$ cat src/sv/lcdt_pkg.sv
`timescale 1ns / 1ps
// Shared types and constants for the LCD mode and line timing block.
// No dependencies; imported by lcdt_timing and lcd_mode_line_timing.
package lcdt_pkg;

  // Display modes, coded as the status register reports them
  typedef enum logic [1:0] {
    MODE_HBLANK   = 2'd0,
    MODE_VBLANK   = 2'd1,
    MODE_SEARCH   = 2'd2,
    MODE_TRANSFER = 2'd3
  } mode_t;

  // Field widths
  localparam int CYCLES_W   = 6;
  localparam int LINE_W     = 8;
  localparam int ACCUM_W    = 11;
  localparam int STAT_EN_W  = 4;
  localparam int CFG_DATA_W = 8;
  localparam int CFG_IDX_W  = 1;
  localparam int IN_DATA_W  = 8;
  localparam int OUT_DATA_W = 16;

  // Configuration register indexes
  localparam logic [CFG_IDX_W-1:0] REG_STAT_INT_ENABLE = 1'b0;
  localparam logic [CFG_IDX_W-1:0] REG_COMPARE_LINE    = 1'b1;

  // Status interrupt enable bits
  localparam int STAT_EN_HBLANK = 0;
  localparam int STAT_EN_VBLANK = 1;
  localparam int STAT_EN_SEARCH = 2;
  localparam int STAT_EN_MATCH  = 3;

  // Configuration write bundle
  typedef struct packed {
    logic                  we;
    logic [CFG_IDX_W-1:0]  index;
    logic [CFG_DATA_W-1:0] data;
  } cfg_wr_t;

  // Result word, last field in the lowest bits
  typedef struct packed {
    logic              frame_done;
    logic              transfer_done;
    logic              search_done;
    logic              vblank_irq;
    logic              stat_irq;
    logic              line_match;
    logic [LINE_W-1:0] line;
    mode_t             mode;
  } result_t;

endpackage

$ cat src/sv/lcdt_timing.sv
`timescale 1ns / 1ps
// Mode state machine, line counter, cycle accumulator and config registers.
// Depends on lcdt_pkg.
module lcdt_timing #(
  parameter int SEARCH_CYCLES   = 80,
  parameter int TRANSFER_CYCLES = 172,
  parameter int HBLANK_CYCLES   = 204,
  parameter int LINE_CYCLES     = 456,
  parameter int VISIBLE_LINES   = 144,
  parameter int BLANK_LINES     = 10
) (
  input  logic                            clk,
  input  logic                            rst,
  input  logic                            step_en,
  input  logic [lcdt_pkg::CYCLES_W-1:0]   cycles,
  input  lcdt_pkg::cfg_wr_t               cfg,
  output lcdt_pkg::result_t               result
);
  import lcdt_pkg::*;

  localparam logic [ACCUM_W-1:0] SEARCH_C   = ACCUM_W'(SEARCH_CYCLES);
  localparam logic [ACCUM_W-1:0] TRANSFER_C = ACCUM_W'(TRANSFER_CYCLES);
  localparam logic [ACCUM_W-1:0] HBLANK_C   = ACCUM_W'(HBLANK_CYCLES);
  localparam logic [ACCUM_W-1:0] LINE_C     = ACCUM_W'(LINE_CYCLES);
  localparam logic [LINE_W-1:0]  VIS_LINES  = LINE_W'(VISIBLE_LINES);
  localparam logic [LINE_W-1:0]  ALL_LINES  = LINE_W'(VISIBLE_LINES + BLANK_LINES);

  mode_t                 mode, mode_next;
  logic [LINE_W-1:0]     line_count, line_next;
  logic [ACCUM_W-1:0]    cycle_accum, accum_next;
  logic                  line_hit, match_next;
  logic [STAT_EN_W-1:0]  stat_int_enable;
  logic [LINE_W-1:0]     compare_line;

  logic [ACCUM_W:0]      acc_sum;
  logic [ACCUM_W-1:0]    acc_sat;
  logic [LINE_W-1:0]     line_inc;
  logic                  match_inc;
  logic                  match_zero;
  logic                  stat_req;
  logic                  vbl, sdone, tdone, fdone;

  // Accumulate with saturation at the top of the 11-bit range
  assign acc_sum  = {1'b0, cycle_accum} + (ACCUM_W+1)'(cycles);
  assign acc_sat  = acc_sum[ACCUM_W] ? '1 : acc_sum[ACCUM_W-1:0];
  assign line_inc = line_count + LINE_W'(1);
  assign match_inc  = (line_inc == compare_line);
  assign match_zero = (compare_line == '0);

  // Mode state register
  always_ff @(posedge clk) begin
    if (rst) begin
      mode <= MODE_SEARCH;
    end else if (step_en) begin
      mode <= mode_next;
    end
  end

  // Next mode, line and request logic: at most one transition per word
  always_comb begin
    mode_next  = mode;
    line_next  = line_count;
    match_next = line_hit;
    accum_next = acc_sat;
    stat_req   = 1'b0;
    vbl        = 1'b0;
    sdone      = 1'b0;
    tdone      = 1'b0;
    fdone      = 1'b0;
    unique case (mode)
      MODE_SEARCH: begin
        if (acc_sat >= SEARCH_C) begin
          sdone      = 1'b1;
          mode_next  = MODE_TRANSFER;
          accum_next = acc_sat - SEARCH_C;
        end
      end
      MODE_TRANSFER: begin
        if (acc_sat >= TRANSFER_C) begin
          tdone      = 1'b1;
          stat_req   = stat_int_enable[STAT_EN_HBLANK];
          mode_next  = MODE_HBLANK;
          accum_next = acc_sat - TRANSFER_C;
        end
      end
      MODE_HBLANK: begin
        if (acc_sat >= HBLANK_C) begin
          line_next  = line_inc;
          match_next = match_inc;
          accum_next = acc_sat - HBLANK_C;
          if (line_inc < VIS_LINES) begin
            mode_next = MODE_SEARCH;
            stat_req  = (match_inc & stat_int_enable[STAT_EN_MATCH]) |
                        stat_int_enable[STAT_EN_SEARCH];
          end else begin
            mode_next = MODE_VBLANK;
            vbl       = 1'b1;
            stat_req  = (match_inc & stat_int_enable[STAT_EN_MATCH]) |
                        stat_int_enable[STAT_EN_VBLANK];
          end
        end
      end
      MODE_VBLANK: begin
        if (acc_sat >= LINE_C) begin
          line_next  = line_inc;
          match_next = match_inc;
          accum_next = acc_sat - LINE_C;
          stat_req   = match_inc & stat_int_enable[STAT_EN_MATCH];
          // last blank line: wrap to the top and test line zero too
          if (line_inc == ALL_LINES) begin
            line_next  = '0;
            match_next = match_zero;
            mode_next  = MODE_SEARCH;
            fdone      = 1'b1;
            stat_req   = stat_req |
                         (match_zero & stat_int_enable[STAT_EN_MATCH]) |
                         stat_int_enable[STAT_EN_SEARCH];
          end
        end
      end
    endcase
  end

  // Line, accumulator, match flag and configuration registers
  always_ff @(posedge clk) begin
    if (rst) begin
      line_count      <= '0;
      cycle_accum     <= '0;
      line_hit        <= 1'b1;
      stat_int_enable <= '0;
      compare_line    <= '0;
    end else begin
      if (step_en) begin
        line_count  <= line_next;
        cycle_accum <= accum_next;
      end
      if (cfg.we && cfg.index == REG_STAT_INT_ENABLE) begin
        stat_int_enable <= cfg.data[STAT_EN_W-1:0];
      end
      // a compare write refreshes the flag from the current line
      if (cfg.we && cfg.index == REG_COMPARE_LINE) begin
        compare_line <= cfg.data[LINE_W-1:0];
        line_hit     <= (line_count == cfg.data[LINE_W-1:0]);
      end else if (step_en) begin
        line_hit <= match_next;
      end
    end
  end

  // Result of the current word, registered by the caller
  always_comb begin
    result.mode          = mode_next;
    result.line          = line_next;
    result.line_match    = match_next;
    result.stat_irq      = stat_req;
    result.vblank_irq    = vbl;
    result.search_done   = sdone;
    result.transfer_done = tdone;
    result.frame_done    = fdone;
  end

`ifndef SYNTHESIS
  // End of frame leaves line zero in sprite search
  a_frame_wrap: assert property (@(posedge clk) disable iff (rst)
    (step_en && fdone) |=> (line_count == '0 && mode == MODE_SEARCH))
    else $error("frame end did not wrap to line zero in search");

  // Only one phase end per word
  a_one_event: assert property (@(posedge clk) disable iff (rst)
    step_en |-> $onehot0({vbl, sdone, tdone, fdone}))
    else $error("more than one mode transition in a word");

  // Visible modes only on visible lines
  a_line_mode: assert property (@(posedge clk) disable iff (rst)
    (mode != MODE_VBLANK) |-> (line_count < VIS_LINES))
    else $error("visible mode outside visible lines");

  a_line_range: assert property (@(posedge clk) disable iff (rst)
    (line_count < ALL_LINES))
    else $error("line counter beyond frame");

  // Accumulator moves only with an accepted word
  a_accum_hold: assert property (@(posedge clk) disable iff (rst)
    !step_en |=> $stable(cycle_accum))
    else $error("accumulator changed without a word");
`endif

endmodule

$ cat src/sv/lcd_mode_line_timing.sv
`timescale 1ns / 1ps
// Top level of the LCD mode and line timing block: stream ports, input and
// result registers around lcdt_timing. Depends on lcdt_pkg and lcdt_timing.
module lcd_mode_line_timing #(
  parameter int SEARCH_CYCLES   = 80,
  parameter int TRANSFER_CYCLES = 172,
  parameter int HBLANK_CYCLES   = 204,
  parameter int LINE_CYCLES     = 456,
  parameter int VISIBLE_LINES   = 144,
  parameter int BLANK_LINES     = 10
) (
  input  logic                              clk,
  input  logic                              rst,
  // tick words
  input  logic                              s_axis_tvalid,
  output logic                              s_axis_tready,
  input  logic [lcdt_pkg::IN_DATA_W-1:0]    s_axis_tdata,   // [5:0] cycles, [7:6] zero
  // result words
  output logic                              m_axis_tvalid,
  input  logic                              m_axis_tready,
  output logic [lcdt_pkg::OUT_DATA_W-1:0]   m_axis_tdata,   // [1:0] mode, [9:2] line,
                                                            // [10] line_match, [11] stat_irq,
                                                            // [12] vblank_irq, [13] search_done,
                                                            // [14] transfer_done, [15] frame_done
  // configuration writes
  input  logic                              cfg_we,
  input  logic [lcdt_pkg::CFG_IDX_W-1:0]    cfg_index,
  input  logic [lcdt_pkg::CFG_DATA_W-1:0]   cfg_data
);
  // One tick word per clock is accepted while the result side is not stalled,
  // and one result word is produced for each. A word goes into the input
  // register, then one pass of add, saturate, compare and mode update writes
  // the result register, which drives the output. The sustained rate is one
  // word per cycle when the output is not stalled; backpressure on the result
  // side stalls the input register. Index 0 writes stat_int_enable, index 1
  // compare_line (which also refreshes the match flag); write only while no
  // word is in flight.
  import lcdt_pkg::*;

  logic                 in_valid;
  logic [CYCLES_W-1:0]  in_cycles;
  logic                 advance;
  cfg_wr_t              cfg;
  result_t              step_result;
  result_t              out_result;

  assign advance       = in_valid && (!m_axis_tvalid || m_axis_tready);
  assign s_axis_tready = !in_valid || advance;

  assign cfg.we    = cfg_we;
  assign cfg.index = cfg_index;
  assign cfg.data  = cfg_data;

  // Input register
  always_ff @(posedge clk) begin
    if (rst) begin
      in_valid <= 1'b0;
    end else if (s_axis_tready) begin
      in_valid <= s_axis_tvalid;
    end
  end

  always_ff @(posedge clk) begin
    if (s_axis_tvalid && s_axis_tready) begin
      in_cycles <= s_axis_tdata[CYCLES_W-1:0];
    end
  end

  // Timing core
  lcdt_timing #(
    .SEARCH_CYCLES   (SEARCH_CYCLES),
    .TRANSFER_CYCLES (TRANSFER_CYCLES),
    .HBLANK_CYCLES   (HBLANK_CYCLES),
    .LINE_CYCLES     (LINE_CYCLES),
    .VISIBLE_LINES   (VISIBLE_LINES),
    .BLANK_LINES     (BLANK_LINES)
  ) u_timing (
    .clk     (clk),
    .rst     (rst),
    .step_en (advance),
    .cycles  (in_cycles),
    .cfg     (cfg),
    .result  (step_result)
  );

  // Result register
  always_ff @(posedge clk) begin
    if (rst) begin
      m_axis_tvalid <= 1'b0;
    end else if (advance) begin
      m_axis_tvalid <= 1'b1;
    end else if (m_axis_tready) begin
      m_axis_tvalid <= 1'b0;
    end
  end

  always_ff @(posedge clk) begin
    if (advance) begin
      out_result <= step_result;
    end
  end

  assign m_axis_tdata = out_result;

endmodule
$ cat config.mk
export PLATFORM = sky130hd
export DESIGN_NAME = lcd_mode_line_timing
export DESIGN_NICKNAME = d
export VERILOG_FILES = /design/src/sv/lcdt_pkg.sv /design/src/sv/lcdt_timing.sv /design/src/sv/lcd_mode_line_timing.sv
export SDC_FILE = /design/constraint.sdc
export NUM_CORES = 1
export LEC_CHECK = 0
export BUFFER_PORTS_ARGS = -buffer_cell sky130_fd_sc_hd__buf_2
export CAP_MARGIN = 20
export CORE_MARGIN = 5
export CORE_UTILIZATION = 55
export DETAILED_ROUTE_END_ITERATION = 8
export HOLD_SLACK_MARGIN = 0.12
export PLACE_DENSITY = 0.77
export SETUP_SLACK_MARGIN = 0.05
export SYNTH_ARGS = -nofsm -noshare
export SYNTH_HDL_FRONTEND = slang
export SYNTH_HIERARCHICAL = 1
export SYNTH_SLANG_ARGS = --single-unit
$ cat constraint.sdc
create_clock -name clk -period 3.6 [get_ports clk]
set_input_delay 0.18 -clock clk [delete_from_list [all_inputs] [get_ports clk]]
set_output_delay 0.18 -clock clk [all_outputs]
set_load 0.005 [all_outputs]
==> metrics.yaml, run 1 <==
antenna_found_initial: 0
startpoint_type: "register"
hold_path.class: "input port to register"
grt_max_degree: 45
clockRootBuffer: "clkbuf_8"
rsz0062_at_grt: "yes"
synth-edff-count: 22
final_cell_mix: "buf_4 (62), nand2_1 (57), nor2_1 (48)"
first_pass_iters: 9
max_cap_violations: 0
final_common_cell: "buf_4"
irDropWorstVdd_mv: 0.286
clk_latency_ns: 0.34
p_clk_share_pct: 30.8
finalSetupViolations: 0
synth_area_leader_cell: "dfxtp_1"
fmax_mhz: 278
holdWs_ns: 0.152
clockBufferDepth: 2
hold_depth: 3
period_share_pct: 99.8
crit_slowest_cell: "o41a_1"
cp_max_fo: 5
p_seq_share_pct: 30.5
utilization_pct: 71.3
critPathCaptureType: "register"
power_density_mw_per_mm2: 421
drt-total-wl_um: 14300
synth_cells: 550
drc: 0
crit_type: "register to register"
via_per_inst: 6.55
ant_nets: 0
fin_skew_ns: 0.00917
cts.sinks: 58
fin_area_mm2: 0.00586
p_sw_share_pct: 35.0
initial_utilization_pct: 56.4
total_power_mw: 2.47
avgSynthCellArea_um2: 8.43
ff2ff_path_depth: 12
p_switching_uw: 862
relSlewSlack_pct: 47.3
rows: 33
finalHoldViolations: 0
ys_ff_latch: 58
regArea_mm2: 0.00138
n_fill_cell: 616
core_area_mm2: 0.00822
synthArstFlopShare_pct: 0
synth-seq-area-share_pct: 29.8
place.gp.congestion: 1.02
yosys_warnings: 6
synth_nets: 590
leakage_nw: 2.31
cpPeakStageDelay_ns: 0.51
clk_pin_slew_ns: 0.07
worstMarginPinSlew_ns: 0.791
num_antenna_cells: 0
fin_crit_ns: 3.59
dp_hpwl_um: 9960
synth_area_mm2: 0.00464
crit_arrival_ns: 3.67
run_status: "finished, final reports clean"
wl_per_cell_um: 19.0
num_vias: 4929
synth.area.top_cells: "dfxtp_1 (16%), edfxtp_1 (14%), xnor2_1 (6.4%), nand2_1 (4.7%), ha_1 (4.6%)"
p_int_mw: 1.60
tns_ns: 0
multi_input_area_mm2: 0.00321
grt_pass1_wl_um: 21600
path_common_cell: "buf_4"
syn_to_final_growth_pct: 26.3
grt_overflow: 0
slew_viol_final: 0
yosysTopAreaCellShare_pct: 15.5
die_w_um: 102
grt_pass1_vias: 4345
io_buffer_count: 37
dieHeight_um: 102
required_ns: 3.68
track_usage_pct: 26.4
dieArea_mm2: 0.0104
ys.flop_type: "dfxtp_1"
cp_cell_sequence: "ha_2 -> fa_2 -> buf_4 -> a21oi_4 -> nor2_2 -> o41a_1 -> buf_4 -> a221oi_4 -> o211ai_2 -> and2b_2 -> a222oi_1 -> nand2_1"
layout.nets: 682
drtIter0Drc: 696
drive_gt1_share_pct: 27.7
combPwrFrac_pct: 38.7
cts_max_level: 3
io_pins: 40
dpl_cell_area_mm2: 0.00518
synth.distinct_cells: 89
cts_tree: "built"
cts_made_buffers: 9
-- layer usage --
metal  track usage [%]  vias to the layer above  part of all wire (%)
met5                 0                        -                     0
met4              10.4                        0                   2.8
met3              3.96                       42                    11
met2              40.8                      379                    45
met1              37.3                     2292                    42
li1                  -                     2216                     -
-- cells in the mapped netlist, types with 4 or more instances --
library cell / count
nor3_1: 10
o211ai_1: 5
o21ai_0: 19
nand4_1: 5
or3_1: 7
buf_4: 8
buf_2: 9
nand2_1: 58
nand3_1: 20
edfxtp_1: 22
a21oi_1: 39
nor4_1: 5
xnor2_1: 34
o221ai_1: 8
dfxtp_1: 36
mux2i_1: 8
ha_1: 17
a22o_1: 4
a21o_1: 8
a221oi_1: 4
a211oi_1: 7
and3_1: 6
o21ai_1: 10
a31oi_1: 5
nor2_1: 53
clkbuf_1: 15
xor2_1: 8
inv_1: 19
a2bb2oi_1: 4
o31ai_1: 4
a311oi_1: 4
a211o_1: 5
-- final timing paths --
path	to	start	slack, ns
max	m_axis_tdata[11]	in_cycles[0]	0.008
min	m_axis_tvalid	m_axis_tready	0.15
max reg2reg	m_axis_tdata[11]	in_cycles[0]	0.008
min reg2reg	u_timing/compare_line[6]	u_timing/compare_line[6]	0.50
-- cell type report --
class                   count  area share (%)
clock buffers               9            2.11
well taps                 105            2.24
repair buffers            115            13.8
multi-input cells         437            54.8
inverters                  21            1.35
clock inverters             7            2.14
flip-flops and latches     58            23.6
-- worst max-delay path: cells and delay by family (launching register included) --
| kind | cells | cell delay (ns) |
|---|---|---|
| compound gates | 5 | 1.49 |
| fa+ha+maj | 2 | 0.64 |
| simple gates | 3 | 0.48 |
| flops | 1 | 0.37 |
| buf+inv | 2 | 0.36 |
-- state kept, by name, indices dropped and copies added (netlist names) --
signal	cells
in_cycles	6
in_valid	1
m_axis_tdata	16
m_axis_tvalid	1
u_timing/compare_line	8
u_timing/cycle_accum	11
u_timing/line_count	8
u_timing/line_hit	1
u_timing/mode	2
u_timing/stat_int_enable	4
-- power groups by stage --
stage | Clock, mW | Combinational (mW) | Sequential, mW
6_report | 0.760 | 0.953 | 0.752
5_1_grt | 0.802 | 1.01 | 0.755
4_1_cts | 0.771 | 0.820 | 0.749
3_5_place_dp | 0 | 0.793 | 0.764
3_3_place_gp | 0 | 0.774 | 0.762
2_1_floorplan | 0 | 0.554 | 0.752
-- timing repair --
item                                    4_1_cts  5_1_grt
cloned                                        0        1
endpoints found under the setup margin       18       29
hold endpoints to repair                     16        0
gates resized for setup                       6       35
hold buffers                                 15        0
setup buffers                                 0       12
pin swaps                                     1       16
-- kinds of logic after synthesis --
| kind of cell | after synthesis | share of synthesized area [%] |
|---|---|---|
| AND/OR/NAND/NOR | 191 | 20.3 |
| AO/OA/AOI/OAI | 175 | 29.1 |
| XOR/XNOR | 42 | 7.93 |
| buffers and inverters | 55 | 5.34 |
| flip-flops | 58 | 29.8 |
| multiplexers | 11 | 2.54 |
| adder cells (fa/ha/maj) | 18 | 5.02 |
-- through the flow --
step | std cells | setup WS (ns)
2_1_floorplan | 550 | 0.0718
3_3_place_gp | 708 | 0.0402
3_5_place_dp | 708 | -0.0409
4_1_cts | 739 | 0.0564
5_1_grt | 752 | -0.116
6_report | 752 | 0.00825
(Power assumes the default switching activity.)
==> run 2: changes to the inputs <==
Settings changed: CORE_UTILIZATION 55 to 35, PLACE_DENSITY 0.77 to default.
==> run 2 against run 1 <==
Non-clock buffer count fell by 8. Cell count rose by 8.4%. Fmax rose by 4.4%. Flip-flop and latch count did not move.
==> metrics.yaml, run 2 (same netlist as run 1, synthesis figures left out) <==
run_status: "finished, final reports clean"
wl_per_cell_um: 17.4  # -8.3%
cts.sinks: 58  # unchanged
num_vias: 4507  # -8.6%
power_density_mw_per_mm2: 416  # -1.2%
cts_max_level: 3  # unchanged
via_per_inst: 5.53  # -16%
layout.nets: 674  # -1.2%
crit_arrival_ns: 3.52  # -0.15 ns
track_usage_pct: 17.9  # -8.5 points
n_fill_cell: 1306  # +110%
crit_type: "register to register"
cp_cell_sequence: "ha_2 -> o211ai_2 -> o21ai_1 -> mux2_4 -> inv_2 -> ha_2 -> o2111ai_2 -> a21o_1 -> a21oi_4 -> nor2_2 -> a21o_1 -> a22o_1"
leakage_nw: 2.27  # -1.5%
antenna_found_initial: 0  # unchanged
dpl_cell_area_mm2: 0.00529  # +2.2%
ant_nets: 0  # unchanged
irDropWorstVdd_mv: 0.207  # -28%
dp_hpwl_um: 10600  # +6.2%
first_pass_iters: 4  # -5
max_cap_violations: 0  # unchanged
period_share_pct: 95.6  # -4.2 points
startpoint_type: "register"
worstSetupPathDepth: 12  # unchanged
final_cell_mix: "buf_4 (57), nand2_1 (57), nor2_1 (48)"
finalWorstSetupSlack_ns: 0.158  # +0.150 ns
hold_depth: 3  # unchanged
num_antenna_cells: 0  # unchanged
rsz0062_at_grt: "yes"
drtIter0Drc: 316  # -55%
finalHoldViolations: 0  # unchanged
grt_pass1_wl_um: 22900  # +6.1%
grt_max_degree: 45  # unchanged
rows: 42  # +27%
die_w_um: 125  # +23%
place.gp.congestion: 0.964  # -5.8%
dp_slack_ns: -0.0236  # +0.0173 ns
dieHeight_um: 125  # +23%
cp_max_fo: 7  # +2
clockRootBuffer: "clkbuf_16"
holdWs_ns: 0.144  # -0.00831 ns
grt_pass1_vias: 4468  # +2.8%
crit_slowest_cell: "ha_2"
required_ns: 3.68  # about the same
cts_made_buffers: 9  # unchanged
fin_skew_ns: 0.00870  # -0.000471 ns
critPathBufInv: 1  # -1
slew_viol_final: 0  # unchanged
syn_to_final_growth_pct: 26.6
hold_path.class: "input port to register"
drt-total-wl_um: 14200  # -0.67%
core_area_mm2: 0.0131  # +60%
fin_area_mm2: 0.00587  # +0.21%
worstMarginPinSlew_ns: 0.798  # +0.00678 ns
initial_utilization_pct: 35.3  # -21 points
ff2ff_path_depth: 12  # unchanged
clockBufferDepth: 2  # unchanged
largest_reg_flops: 16  # unchanged
io_buffer_count: 37  # unchanged
clk_pin_slew_ns: 0.06  # about the same
cpPeakStageDelay_ns: 0.43  # -0.08 ns
fin_crit_ns: 3.44  # -0.150 ns
total_power_mw: 2.44  # -0.96%
fmax_mhz: 291  # +4.4%
dieArea_mm2: 0.0157  # +51%
finalSetupViolations: 0  # unchanged
tns_ns: 0  # unchanged
relSlewSlack_pct: 46.8  # -0.45 points
critPathTopFamily: "compound AO/OA/AOI/OAI gates"
cts_tree: "built"
drc: 0  # unchanged
grt_overflow: 0  # unchanged
io_pins: 40  # unchanged
drive_gt1_share_pct: 27.4  # -0.28 points
critPathCaptureType: "register"
clk_latency_ns: 0.33  # about the same
-- run 2: cell count changes in the layout (fill, tap and decap cells not counted), sizes merged --
cell,previous run,this run
dlygate4sd3,15,13
bufinv,3,0
clkbuf,9,11
clkinvlp,0,1
buf,100,94
-- run 2: worst paths after layout --
path	slack (ns)	end	from
max	0.16	m_axis_tdata[5]	in_cycles[2]
min	0.14	u_timing/compare_line[1]	cfg_data[1]
max reg2reg	0.16	m_axis_tdata[5]	in_cycles[2]
min reg2reg	0.49	u_timing/compare_line[7]	u_timing/compare_line[7]
-- run 2: area by class of cell --
cell class	count	area, µm²	area share (%)
inverters	21	78.8	1.34
clock buffers	11	243	4.13
repair buffers	107	743	12.7
clock inverters	5	28.8	0.490
well taps	176	220	3.75
multi-input cells	437	3180	54.1
flip-flops and latches	58	1380	23.5
-- run 2: stage by stage --
step                      std cells  util [%]
after floorplan                 550         -
after global placement          782      40.3
after detailed placement        782      40.3
after CTS                       812      43.7
after global routing            815      44.7
final                           815      44.7
-- run 2: power by group --
part	switching (mW)	internal, mW
logic	0.510	0.393
registers	0.0311	0.722
clock network	0.305	0.480
-- run 2: worst min-delay path: stages --
cell and delay (ns):
buf_2 0.13, nand2_1 0.06, a21oi_1 0.05
-- run 2: layer usage --
metal  GRT usage (%)  vias up  routed length (µm)
li1                -     2198                   -
met4            7.27        0                 371
met2            30.7      128                6980
met3            2.94       28                 618
met1            22.3     2153                6220
met5               0        -                   0
-- run 2: what timing repair did --
item                       in CTS  in global routing
resized for setup              11                 25
buffers inserted                1                  3
setup endpoints to repair      16                 31
hold endpoints to repair       13                  0
pin swaps                       2                 11
hold buffers                   13                  0
==> run 3: changes to the inputs <==
Clock period 3.6 ns to 2.8 ns, I/O delays scaled along.
==> run 3 against run 2 <==
Die area stayed put. The flow now finishes with violations (setup timing). Global-route usage is 2.9 points higher. First-iteration DRC count is 3.2% lower. Largest power group unchanged. Register-to-register slack worse by 0.81 ns. Fmax is 0.31% lower. Critical path depth is 1 higher. Cell count is 11% higher. Clock power is 54% higher. Critical endpoint is now u_timing/cycle_accum[10]. Critical path type unchanged. Design area is 17% higher. Sequential power is 28% higher. Worst setup slack worse by 0.81 ns. Highest routed layer unchanged.
==> metrics.yaml, run 3 (same netlist as run 1, synthesis figures left out) <==
run_status: "finished with violations"
violations: "setup timing"
num_antenna_cells: 0  # unchanged
cts_made_buffers: 9  # unchanged
fin_crit_ns: 3.45  # +0.0106 ns
grt_pass1_wl_um: 26300  # +15%
worstMarginPinSlew_ns: 0.813  # +0.0150 ns
finalSetupViolations: 36  # +36
grt_max_degree: 45  # unchanged
place.gp.congestion: 0.946  # -1.9%
via_per_inst: 5.52  # -0.26%
cts.sinks: 58  # unchanged
critPathCaptureType: "register"
clockBufferDepth: 2  # unchanged
dieArea_mm2: 0.0157  # unchanged
core_area_mm2: 0.0131  # unchanged
final_cell_mix: "buf_4 (135), nand2_1 (54), nor2_1 (47)"
initial_utilization_pct: 35.3  # unchanged
grt_pass1_vias: 5029  # +13%
required_ns: 2.97  # -0.71 ns
largest_reg_flops: 16  # unchanged
rows: 42  # unchanged
dieHeight_um: 125  # unchanged
hold_path.class: "input port to register"
clk_latency_ns: 0.33  # about the same
cts_tree: "built"
io_buffer_count: 37  # unchanged
fin_skew_ns: 0.0109  # +0.00216 ns
io_pins: 40  # unchanged
first_pass_iters: 5  # +1
dp_slack_ns: -0.749  # -0.725 ns
finalWorstSetupSlack_ns: -0.652  # -0.811 ns
final_common_cell: "buf_4"
reg2reg_slack_ns: -0.65  # -0.81 ns
clockRootBuffer: "clkbuf_16"
wl_per_cell_um: 18.2  # +4.4%
irDropWorstVdd_mv: 0.251  # +21%
track_usage_pct: 20.8  # +2.9 points
leakage_nw: 2.78  # +23%
clk_pin_slew_ns: 0.06  # about the same
dp_hpwl_um: 11900  # +13%
drc: 0  # unchanged
rsz0062_at_grt: "yes"
num_vias: 4997  # +11%
utilization_pct: 52.3  # +7.7 points
startpoint_type: "register"
ant_nets: 0  # unchanged
crit_slowest_cell: "edfxtp_1"
drive_gt1_share_pct: 39.5  # +12 points
fmax_mhz: 290  # -0.31%
finalHoldViolations: 0  # unchanged
crit_type: "register to register"
cp_max_fo: 4  # -3
syn_to_final_growth_pct: 48.3
antenna_found_initial: 0  # unchanged
drt-total-wl_um: 16500  # +16%
crit_arrival_ns: 3.62  # +0.10 ns
max_cap_violations: 0  # unchanged
cts_max_level: 3  # unchanged
period_share_pct: 123  # +28 points
die_w_um: 125  # unchanged
layout.nets: 765  # +14%
cpPeakStageDelay_ns: 0.44  # about the same
slew_viol_final: 0  # unchanged
grt_overflow: 0  # unchanged
drtIter0Drc: 306  # -3.2%
power_density_mw_per_mm2: 546  # +31%
cp_cell_sequence: "buf_6 -> fa_2 -> a211oi_4 -> o21ba_4 -> o2bb2ai_4 -> inv_4 -> buf_4 -> ha_1 -> a21boi_0 -> o21ai_0 -> xnor2_1 -> a221oi_1 -> a221oi_2"
relSlewSlack_pct: 45.8  # -1.0 points
-- run 3: cell count changes in the layout (fill, tap and decap cells not counted), moves of 3 or more --
cell / before / now
buf_4: 57 / 135
buf_6: 0 / 8
dlygate4sd3_1: 13 / 17
ha_1: 12 / 8
ha_2: 5 / 2
ha_4: 0 / 7
nand2_1: 57 / 54
nand2_4: 0 / 4
nor2_2: 6 / 3
nor2_4: 2 / 6
nor3_1: 10 / 7
nor3_2: 0 / 3
o21ai_0: 19 / 14
-- run 3: area by class of cell --
class / instances / area, µm²
fillers: 1240 / 6260
multi-input cells: 437 / 3390
repair buffers: 198 / 1480
flip-flops and latches: 58 / 1380
clock buffers: 9 / 225
well taps: 176 / 220
clock inverters: 7 / 92.6
inverters: 21 / 83.8
-- run 3: path summary, 6_finish.rpt --
kind | startpoint | endpoint | cells past startpoint
setup reg to reg | in_cycles[1] | u_timing/cycle_accum[10] | 13
hold / removal | cfg_we | u_timing/stat_int_enable[3] | 4
hold reg to reg | u_timing/line_count[2] | u_timing/line_count[2] | 2
setup / recovery | in_cycles[1] | u_timing/cycle_accum[10] | 13
-- run 3: worst max-delay path, delay by kind of cell (launching register included) --
kind,cells,cell delay [ns]
adder cells (fa/ha/maj),2,0.64
XOR/XNOR,1,0.16
buffers and inverters,3,0.37
flip-flops,1,0.44
AO/OA/AOI/OAI,7,1.66
-- run 3: per-stage QoR --
stage          hold WS [ns]  cell area (µm²)  instances  TNS [ns]  power [mW]
4_1_cts               0.314             6780        902    -16.53        3.69
3_5_place_dp          0.319             5910        853    -18.78        2.26
3_3_place_gp          0.318             5910        853    -17.43        2.25
6_report              0.323             6880        906    -19.98        3.76
2_1_floorplan         0.202             4740        550     -9.96        1.71
5_1_grt               0.347             6880        906    -24.22        3.93
-- run 3: power by group --
part           total [mW]  internal (mW)  switching (mW)
Clock                1.21          0.778           0.435
Sequential          0.962          0.928          0.0344
Combinational        1.58          0.773           0.807
-- run 3: routing by layer --
layer	global-route usage [%]	share of wire, %	up-vias
li1	-	-	2391
met1	25.2	42	2436
met2	38.4	52	137
met3	2.43	4.1	33
met4	6.63	2.3	0
met5	0	0	-
-- run 3: what timing repair did --
item,CTS,global route
pin swaps,21,14
hold endpoints to repair,19,0
setup buffers,15,5
endpoints found under the setup margin,36,36
resized for setup,50,15
cloned,1,0
hold buffers,17,0
